## src/rtl/dtt_pkg.sv

```systemverilog
package dtt_pkg;

   localparam int TIME_W      = 48;
   localparam int IVL_W       = 40;
   localparam int GEN_W       = 8;
   localparam int MAX_RESULTS = 16;
   localparam int RES_CNT_W   = 5;

   localparam logic [1:0] OP_ADD    = 2'd0;
   localparam logic [1:0] OP_CANCEL = 2'd1;
   localparam logic [1:0] OP_TICK   = 2'd2;
   localparam logic [1:0] OP_RSVD   = 2'd3;

   localparam logic [2:0] ST_ADDED     = 3'd0;
   localparam logic [2:0] ST_FULL      = 3'd1;
   localparam logic [2:0] ST_CANCELLED = 3'd2;
   localparam logic [2:0] ST_MISSED    = 3'd3;
   localparam logic [2:0] ST_EXPIRED   = 3'd4;
   localparam logic [2:0] ST_NONE      = 3'd5;

   typedef struct packed {
      logic [1:0]        operation;
      logic [TIME_W-1:0] time_value;
      logic [IVL_W-1:0]  repeat_interval;
      logic [3:0]        slot_id;
      logic [GEN_W-1:0]  slot_generation;
   } dtt_req_type;

   typedef struct packed {
      logic [2:0]        status;
      logic [3:0]        result_slot;
      logic [GEN_W-1:0]  result_generation;
      logic              rearmed;
      logic              last_of_run;
      logic [TIME_W-1:0] next_deadline;
      logic              any_pending;
   } dtt_rsp_type;

   typedef struct packed {
      logic [TIME_W-1:0] deadline;
      logic [IVL_W-1:0]  interval;
      logic [GEN_W-1:0]  gen;
   } slot_word_type;

   typedef struct packed {
      logic clear;
      logic take;
      logic limit_mode;
   } min_ctrl_type;

endpackage

```

## src/rtl/dtt_min_unit.sv

```systemverilog
module dtt_min_unit #(
   parameter int IDX_W = 4
) (
   input  logic                       clock,
   input  logic                       reset,
   input  dtt_pkg::min_ctrl_type      ctrl,
   input  logic [dtt_pkg::TIME_W-1:0] cand_key,
   input  logic [IDX_W-1:0]           cand_idx,
   input  logic [dtt_pkg::TIME_W-1:0] limit,
   output logic                       below,
   output logic [dtt_pkg::TIME_W-1:0] best_key,
   output logic [IDX_W-1:0]           best_idx,
   output logic                       found
);
   import dtt_pkg::*;

   logic [TIME_W-1:0] best_key_ff;
   logic [IDX_W-1:0]  best_idx_ff;
   logic              found_ff;
   logic [TIME_W-1:0] opa;
   logic [TIME_W-1:0] opb;

   // One comparator serves both jobs: limit < candidate when testing against the
   // current time, candidate < best when tracking the minimum.
   assign opa   = ctrl.limit_mode ? limit : cand_key;
   assign opb   = ctrl.limit_mode ? cand_key : best_key_ff;
   assign below = opa < opb;

   always_ff @(posedge clock) begin
      if (reset) begin
         found_ff <= 1'b0;
      end else if (ctrl.clear) begin
         found_ff <= 1'b0;
      end else if (ctrl.take && !ctrl.limit_mode && (!found_ff || below)) begin
         found_ff    <= 1'b1;
         best_key_ff <= cand_key;
         best_idx_ff <= cand_idx;
      end
   end

   assign best_key = best_key_ff;
   assign best_idx = best_idx_ff;
   assign found    = found_ff;

endmodule

```

## src/rtl/deadline_timer_table_core.sv

```systemverilog
// Channel | Ports                          | Direction | Transfer when
// --------+--------------------------------+-----------+-----------------------
// request | req_valid, req_ready, req_data | in        | req_valid & req_ready
// result  | rsp_valid, rsp_ready, rsp_data | out       | rsp_valid & rsp_ready
//
// One request is worked on at a time; req_ready is high only while idle.
// A tick that expires timers is paced by the single read port of the slot
// memory and by the one shared comparator.
// Reset clears the valid and generation marks at once; there is no clearing pass.
// A result waiting in the output register does not stop the next request.
module deadline_timer_table_core #(
   parameter int TIMER_SLOTS = 16
) (
   input  logic                 clock,
   input  logic                 reset,
   input  logic                 req_valid,
   output logic                 req_ready,
   input  dtt_pkg::dtt_req_type req_data,
   output logic                 rsp_valid,
   input  logic                 rsp_ready,
   output dtt_pkg::dtt_rsp_type rsp_data
);
   import dtt_pkg::*;

   localparam int IDX_W = $clog2(TIMER_SLOTS);
   localparam int CNT_W = $clog2(TIMER_SLOTS + 1);

   typedef enum logic [2:0] {
      S_IDLE,
      S_FETCH,
      S_APPLY,
      S_DUE,
      S_SUM,
      S_PICK,
      S_EMIT
   } state_type;

   function automatic dtt_rsp_type make_rsp(input logic [2:0] status,
                                             input logic [3:0] slot,
                                             input logic [GEN_W-1:0] gen,
                                             input logic rearm,
                                             input logic last);
      dtt_rsp_type r;
      r                   = '0;
      r.status            = status;
      r.result_slot       = slot;
      r.result_generation = gen;
      r.rearmed           = rearm;
      r.last_of_run       = last;
      return r;
   endfunction

   state_type            state_ff, state_in;
   logic [1:0]           op_ff, op_in;
   logic [TIME_W-1:0]    tv_ff, tv_in;
   logic [IVL_W-1:0]     iv_ff, iv_in;
   logic [3:0]           sid_ff, sid_in;
   logic [GEN_W-1:0]     sgen_ff, sgen_in;
   logic [IDX_W-1:0]     addr_ff, addr_in;
   logic [TIMER_SLOTS-1:0] valid_ff, valid_in;
   logic [TIMER_SLOTS-1:0] written_ff, written_in;
   logic [TIMER_SLOTS-1:0] due_ff, due_in;
   logic [CNT_W-1:0]     cnt_ff, cnt_in;
   logic                 s1_v_ff, s1_v_in;
   logic [IDX_W-1:0]     s1_idx_ff, s1_idx_in;
   logic                 s2_v_ff, s2_v_in;
   logic [IDX_W-1:0]     s2_idx_ff, s2_idx_in;
   logic [TIME_W-1:0]    key_ff, key_in;
   logic                 incl_ff, incl_in;
   dtt_rsp_type          res_ff, res_in;
   logic [RES_CNT_W-1:0] count_ff, count_in;
   logic [TIME_W-1:0]    sum_dl_ff, sum_dl_in;
   logic                 sum_any_ff, sum_any_in;
   logic                 rsp_valid_ff, rsp_valid_in;
   dtt_rsp_type          rsp_data_ff, rsp_data_in;

   slot_word_type        slot_mem_ff [TIMER_SLOTS];
   slot_word_type        rd_data_ff;
   logic [IDX_W-1:0]     rd_addr;
   logic                 wr_en;
   logic [IDX_W-1:0]     wr_addr;
   slot_word_type        wr_word;

   logic                 free_found;
   logic [IDX_W-1:0]     free_idx;
   logic [TIME_W:0]      sum_wide;
   logic [TIME_W-1:0]    sat_dl;
   logic [GEN_W-1:0]     rd_gen;
   logic                 scanning;
   logic                 issuing;
   logic                 scan_done;
   logic                 out_free;
   logic [TIMER_SLOTS-1:0] due_left;
   logic                 incl1;
   logic [TIME_W-1:0]    key1;
   min_ctrl_type         min_ctrl;
   logic                 below;
   logic [TIME_W-1:0]    best_key;
   logic [IDX_W-1:0]     best_idx;
   logic                 best_found;

   // Slot memory: one write and one registered read per cycle.
   always_ff @(posedge clock) begin
      if (wr_en) begin
         slot_mem_ff[wr_addr] <= wr_word;
      end
      rd_data_ff <= slot_mem_ff[rd_addr];
   end

   always_comb begin
      free_found = 1'b0;
      free_idx   = '0;
      for (int i = TIMER_SLOTS - 1; i >= 0; i--) begin
         if (!valid_ff[i]) begin
            free_found = 1'b1;
            free_idx   = IDX_W'(i);
         end
      end
   end

   // The re-arm adder: re-armed deadline, saturating at the top of the time range.
   assign sum_wide = {1'b0, tv_ff} + (TIME_W + 1)'(rd_data_ff.interval);
   assign sat_dl   = sum_wide[TIME_W] ? '1 : sum_wide[TIME_W-1:0];
   assign rd_gen   = written_ff[addr_ff] ? rd_data_ff.gen : '0;

   assign scanning  = (state_ff == S_DUE) || (state_ff == S_SUM) || (state_ff == S_PICK);
   assign issuing   = scanning && (cnt_ff < CNT_W'(TIMER_SLOTS));
   assign scan_done = scanning && !issuing && !s1_v_ff && !s2_v_ff;
   assign out_free  = !rsp_valid_ff || rsp_ready;
   assign rd_addr   = (state_ff == S_FETCH) ? addr_ff : cnt_ff[IDX_W-1:0];

   // First stage of a scan: decide whether the slot just read takes part, and its key.
   always_comb begin
      incl1 = valid_ff[s1_idx_ff];
      key1  = rd_data_ff.deadline;
      case (state_ff)
         S_SUM: begin
            if (due_ff[s1_idx_ff]) begin
               incl1 = rd_data_ff.interval != '0;
               key1  = sat_dl;
            end
         end
         S_PICK: begin
            incl1 = due_ff[s1_idx_ff];
         end
         default: begin
            incl1 = valid_ff[s1_idx_ff];
         end
      endcase
   end

   assign min_ctrl.clear      = scanning && (cnt_ff == '0);
   assign min_ctrl.take       = s2_v_ff && incl_ff;
   assign min_ctrl.limit_mode = state_ff == S_DUE;

   dtt_min_unit #(
      .IDX_W(IDX_W)
   ) u_min (
      .clock   (clock),
      .reset   (reset),
      .ctrl    (min_ctrl),
      .cand_key(key_ff),
      .cand_idx(s2_idx_ff),
      .limit   (tv_ff),
      .below   (below),
      .best_key(best_key),
      .best_idx(best_idx),
      .found   (best_found)
   );

   always_comb begin
      due_left          = due_ff;
      due_left[addr_ff] = 1'b0;
   end

   always_comb begin
      state_in     = state_ff;
      op_in        = op_ff;
      tv_in        = tv_ff;
      iv_in        = iv_ff;
      sid_in       = sid_ff;
      sgen_in      = sgen_ff;
      addr_in      = addr_ff;
      valid_in     = valid_ff;
      written_in   = written_ff;
      due_in       = due_ff;
      cnt_in       = cnt_ff;
      res_in       = res_ff;
      count_in     = count_ff;
      sum_dl_in    = sum_dl_ff;
      sum_any_in   = sum_any_ff;
      rsp_data_in  = rsp_data_ff;
      rsp_valid_in = rsp_valid_ff && !rsp_ready;
      s1_v_in      = issuing;
      s1_idx_in    = cnt_ff[IDX_W-1:0];
      s2_v_in      = s1_v_ff;
      s2_idx_in    = s1_idx_ff;
      key_in       = key1;
      incl_in      = incl1;
      wr_en        = 1'b0;
      wr_addr      = addr_ff;
      wr_word      = rd_data_ff;

      if (issuing) begin
         cnt_in = cnt_ff + 1'b1;
      end
      if ((state_ff == S_DUE) && min_ctrl.take && !below) begin
         due_in[s2_idx_ff] = 1'b1;
      end

      case (state_ff)
         S_IDLE: begin
            if (req_valid) begin
               op_in    = req_data.operation;
               tv_in    = req_data.time_value;
               iv_in    = req_data.repeat_interval;
               sid_in   = req_data.slot_id;
               sgen_in  = req_data.slot_generation;
               due_in   = '0;
               count_in = '0;
               cnt_in   = '0;
               case (req_data.operation)
                  OP_ADD: begin
                     if (free_found) begin
                        addr_in  = free_idx;
                        state_in = S_FETCH;
                     end else begin
                        res_in   = make_rsp(ST_FULL, 4'd0, '0, 1'b0, 1'b1);
                        state_in = S_SUM;
                     end
                  end
                  OP_CANCEL: begin
                     if (32'(req_data.slot_id) < 32'(TIMER_SLOTS)) begin
                        addr_in  = IDX_W'(req_data.slot_id);
                        state_in = S_FETCH;
                     end else begin
                        res_in   = make_rsp(ST_MISSED, req_data.slot_id,
                                            req_data.slot_generation, 1'b0, 1'b1);
                        state_in = S_SUM;
                     end
                  end
                  OP_TICK: begin
                     state_in = S_DUE;
                  end
                  default: begin
                     state_in = S_IDLE;
                  end
               endcase
            end
         end
         S_FETCH: begin
            state_in = S_APPLY;
         end
         S_APPLY: begin
            cnt_in = '0;
            case (op_ff)
               OP_ADD: begin
                  wr_en               = 1'b1;
                  wr_word.deadline    = tv_ff;
                  wr_word.interval    = iv_ff;
                  wr_word.gen         = rd_gen + 1'b1;
                  valid_in[addr_ff]   = 1'b1;
                  written_in[addr_ff] = 1'b1;
                  res_in   = make_rsp(ST_ADDED, 4'(addr_ff), rd_gen + 1'b1, 1'b0, 1'b1);
                  state_in = S_SUM;
               end
               OP_CANCEL: begin
                  if (valid_ff[addr_ff] && (rd_gen == sgen_ff)) begin
                     valid_in[addr_ff] = 1'b0;
                     res_in = make_rsp(ST_CANCELLED, sid_ff, sgen_ff, 1'b0, 1'b1);
                  end else begin
                     res_in = make_rsp(ST_MISSED, sid_ff, sgen_ff, 1'b0, 1'b1);
                  end
                  state_in = S_SUM;
               end
               default: begin
                  // Expiry of the picked timer: re-arm it or free it.
                  due_in[addr_ff] = 1'b0;
                  if (rd_data_ff.interval != '0) begin
                     wr_en            = 1'b1;
                     wr_word.deadline = sat_dl;
                  end else begin
                     valid_in[addr_ff] = 1'b0;
                  end
                  if (count_ff < RES_CNT_W'(MAX_RESULTS)) begin
                     res_in = make_rsp(ST_EXPIRED, 4'(addr_ff), rd_gen,
                                       rd_data_ff.interval != '0,
                                       (due_left == '0) ||
                                       (count_ff == RES_CNT_W'(MAX_RESULTS - 1)));
                     count_in = count_ff + 1'b1;
                     state_in = S_EMIT;
                  end else begin
                     state_in = S_PICK;
                  end
               end
            endcase
         end
         S_DUE: begin
            if (scan_done) begin
               cnt_in   = '0;
               state_in = S_SUM;
            end
         end
         S_SUM: begin
            if (scan_done) begin
               sum_dl_in  = best_found ? best_key : '0;
               sum_any_in = best_found;
               cnt_in     = '0;
               state_in   = (op_ff == OP_TICK) ? S_PICK : S_EMIT;
            end
         end
         S_PICK: begin
            if (scan_done) begin
               if (best_found) begin
                  addr_in  = best_idx;
                  state_in = S_FETCH;
               end else if (count_ff == '0) begin
                  res_in   = make_rsp(ST_NONE, 4'd0, '0, 1'b0, 1'b1);
                  state_in = S_EMIT;
               end else begin
                  state_in = S_IDLE;
               end
            end
         end
         S_EMIT: begin
            if (out_free) begin
               rsp_valid_in              = 1'b1;
               rsp_data_in               = res_ff;
               rsp_data_in.next_deadline = sum_dl_ff;
               rsp_data_in.any_pending   = sum_any_ff;
               if ((op_ff == OP_TICK) && (due_ff != '0)) begin
                  cnt_in   = '0;
                  state_in = S_PICK;
               end else begin
                  state_in = S_IDLE;
               end
            end
         end
         default: begin
            state_in = S_IDLE;
         end
      endcase
   end

   always_ff @(posedge clock) begin
      if (reset) begin
         state_ff     <= S_IDLE;
         valid_ff     <= '0;
         written_ff   <= '0;
         due_ff       <= '0;
         cnt_ff       <= '0;
         count_ff     <= '0;
         s1_v_ff      <= 1'b0;
         s2_v_ff      <= 1'b0;
         rsp_valid_ff <= 1'b0;
      end else begin
         state_ff     <= state_in;
         valid_ff     <= valid_in;
         written_ff   <= written_in;
         due_ff       <= due_in;
         cnt_ff       <= cnt_in;
         count_ff     <= count_in;
         s1_v_ff      <= s1_v_in;
         s2_v_ff      <= s2_v_in;
         rsp_valid_ff <= rsp_valid_in;
      end
      op_ff       <= op_in;
      tv_ff       <= tv_in;
      iv_ff       <= iv_in;
      sid_ff      <= sid_in;
      sgen_ff     <= sgen_in;
      addr_ff     <= addr_in;
      s1_idx_ff   <= s1_idx_in;
      s2_idx_ff   <= s2_idx_in;
      key_ff      <= key_in;
      incl_ff     <= incl_in;
      res_ff      <= res_in;
      sum_dl_ff   <= sum_dl_in;
      sum_any_ff  <= sum_any_in;
      rsp_data_ff <= rsp_data_in;
   end

   assign req_ready = state_ff == S_IDLE;
   assign rsp_valid = rsp_valid_ff;
   assign rsp_data  = rsp_data_ff;

endmodule

```

## config.mk

```make
export PLATFORM = sky130hd
export DESIGN_NAME = deadline_timer_table_core
export DESIGN_NICKNAME = d
export VERILOG_FILES = /design/src/rtl/dtt_pkg.sv /design/src/rtl/dtt_min_unit.sv /design/src/rtl/deadline_timer_table_core.sv
export SDC_FILE = /design/constraint.sdc
export NUM_CORES = 2
export LEC_CHECK = 0
export BUFFER_PORTS_ARGS = -buffer_cell sky130_fd_sc_hd__buf_2
export CAP_MARGIN = 20
export CORE_MARGIN = 2
export CORE_UTILIZATION = 60
export CTS_CLUSTER_SIZE = 10
export DETAILED_ROUTE_END_ITERATION = 8
export PLACE_DENSITY = 0.85
export SLEW_MARGIN = 20
export SYNTH_ARGS = -nofsm -noshare
export SYNTH_HDL_FRONTEND = slang
export SYNTH_SLANG_ARGS = --single-unit
```

## constraint.sdc

```tcl
create_clock -name clock -period 13.1 [get_ports clock]
set_clock_uncertainty 0.05 [all_clocks]
set_input_delay 1.31 -clock clock [delete_from_list [all_inputs] [get_ports clock]]
set_output_delay 1.31 -clock clock [all_outputs]
set_load 0.02 [all_outputs]
```

==> metrics.yaml <==
synthTopCellsByArea: "edfxtp_1 67%, mux4_2 11%, dfxtp_1 5.3%"
cts_tree: "done"
viasPerCell: 7.15
yosysMostFrequentCell: "edfxtp_1"
cts_setup_buffers: 0
die_y_um: 374
hold_slack_ps: 347
hold_class: "reg -> reg"
area_growth_syn_to_layout_pct: 11.9
syn_area_um2: 82200
synth_commonest_cells: "1826 x edfxtp_1, 624 x nand2_1, 403 x mux4_2"
ios: 174
post-route-drc-count: 0
relSlewSlack_pct: 13.8
post-dp-hpwl_um: 127000
crit_fanout: 68
p_leak_nw: 31.2
grt_usage_pct: 33.9
drv_slew: 0
period_needed_ps: 6160
hp-start: "cnt_ff[1]"
die_area_um2: 140000
cts_root_buffer: "clkbuf_16"
crit_type: "reg -> reg"
cts-buffers-inserted: 225
num-nets-final: 5331
critical_path_required_ps: 13520
status: "finished, final reports clean"
synth_nets: 5113
fillers: 7987
route.antenna.remaining_nets: 0
coreArea_um2: 136000
power_density_nw_per_um2: 229
tns_ps: 0
setup_viol: 0
finalWirelength_um: 241000
yosysTopAreaCellShare_pct: 66.7
fp.dieW_um: 374
cts_resized: 0
fp-row-count: 135
cap_violations: 0
timing.rr.start: "state_ff[2]"
clock_path_buffers: 3
critPathCaptureType: "register"
grt_pass1_vias: 50000
initial_core_util_pct: 60.6
htreeDepth: 4
place.gp.congestion: 0.978
critPathLaunchType: "register"
post-route-period-util_pct: 47.0
antenna_found_initial: 21
routedWlPerCell_um: 34.2
worst_slack_ps: 6940
async_reset_ff_share_pct: 0
portBuffers: 173
yosys.area.top_type: "edfxtp_1"
numClockSinks: 2044
path_clk_slew_ps: 60
hold_violations: 0
yosys_warnings: 0
synth.distinct_cells: 78
dr.first_iter.drc_count: 9069
postSynthCellCount: 4909
worst_pin_slew_ps: 1290
grt-ovfl-total: 0
synth_seq_area_share_pct: 72.0
synth_edf_count: 1826
synth_ff_type: "edfxtp_1"
fin_total_pwr_mw: 21.1
arrival_ps: 6580
synth-seq-cells: 2044
place_area_um2: 85200
pre_cts_ws_ps: 7070
rsz0062_at_grt: "false"
max_clock_freq_mhz: 162
peakVddDrop_uv: 151
design_area_um2: 92000
syn_area_per_cell_um2: 16.7
worstSetupStartpoint: "state_ff[2]"
drive_gt1_share_pct: 19.3
cts_hold_buffers: 0
grt_pass1_wl_um: 342000
vias: 50500
first_pass_iters: 9
clk_latency_ps: 910
grt_max_degree: 141
## sequential cells by signal, indices dropped and copies added, names as in the netlist, 3 cells and up, named ones only
name,count
res_ff,17
state_ff,3
s1_idx_ff,4
slot_mem_ff,1536
cnt_ff,5
due_ff,16
sgen_ff,8
u_min.best_idx,4
s2_idx_ff,4
addr_ff,4
sum_dl_ff,48
count_ff,5
tv_ff,48
key_ff,48
rd_data_ff,96
sid_ff,4
iv_ff,40
u_min.best_key,48
written_ff,16
rsp_data,66
## logic make-up (layout without fill, tap and decap cells)
logic type | count (synthesis) | after routing | synth area share [%]
compound gates | 716 | 716 | 5.72
xor+xnor | 43 | 43 | 0.458
fa+ha+maj | 98 | 98 | 1.50
buf+inv | 301 | 663 | 1.54
flops | 2044 | 2044 | 72.0
mux | 465 | 465 | 11.8
other cells | 0 | 5 | 0
simple gates | 1242 | 1242 | 6.93
## layout by cell type (no fill, tap or decap), types with 19 or more instances in the layout
master and instances:
a21oi_1 167, a211oi_1 107, nand2b_1 26, inv_1 19
clkbuf_16 225, o221ai_2 19, nand2_1 622, edfxtp_1 1826
mux2i_1 57, nor4_1 22, buf_4 83, mux4_2 403
nand3_1 37, xnor2_1 29, dfxtp_1 217, and3_1 50
buf_2 174, ha_1 97, nor3_1 29, nor2_1 191
and2_1 152, nand4_1 24, clkbuf_1 120, a21o_1 41
o21ai_0 89, a31oi_1 109
## critical path: stages, from the launching register on
cell	delay (ps)
dfxtp_1	620
nand3b_1	250
buf_4	460
buf_4	830
mux2i_1	300
ha_1	300
a21oi_1	180
nor3b_1	190
o21ai_0	100
o21ai_0	560
a31oi_1	310
o21ai_0	400
nand2_1	160
a21oi_4	270
buf_4	660
## per-layer routing
metal | vias to the layer above | wire [µm] | global-route usage [%]
met5 | - | 349 | 0.480
met4 | 28 | 15300 | 18.3
met3 | 970 | 33100 | 11.5
met2 | 4581 | 113000 | 52.0
met1 | 25100 | 79700 | 43.1
li1 | 19800 | - | -
## where the power goes
part	switching (mW)	internal, mW
clock network	2.59	3.21
logic	4.08	1.92
registers	0.531	8.76
total	7.20	13.9
## per-stage QoR
stage / utilization (%) / std cells
final: 67.8 / 7057
after floorplan: - / 4909
after detailed placement: 62.8 / 6678
after global placement: 62.8 / 6676
after global routing: 67.8 / 7053
after CTS: 67.6 / 7049
## final timing paths
kind / to / slack, ps / depth (start not counted)
max: u_min.best_key[8] / 6940 / 14
min: s1_idx_ff[1] / 350 / 0
max reg2reg: u_min.best_key[8] / 6940 / 14
min reg2reg: s1_idx_ff[1] / 350 / 0
## layout make-up
type | count | area, µm² | area share, %
repair buffers | 270 | 1740 | 1.89
flip-flops and latches | 2044 | 59200 | 64.4
inverters | 22 | 85.1 | 0.0925
clock buffers | 350 | 6150 | 6.69
diodes | 5 | 12.5 | 0.0136
multi-input cells | 2564 | 22100 | 24.1
clock inverters | 21 | 407 | 0.442
well taps | 1781 | 2230 | 2.42
(Power assumes the default switching activity.)
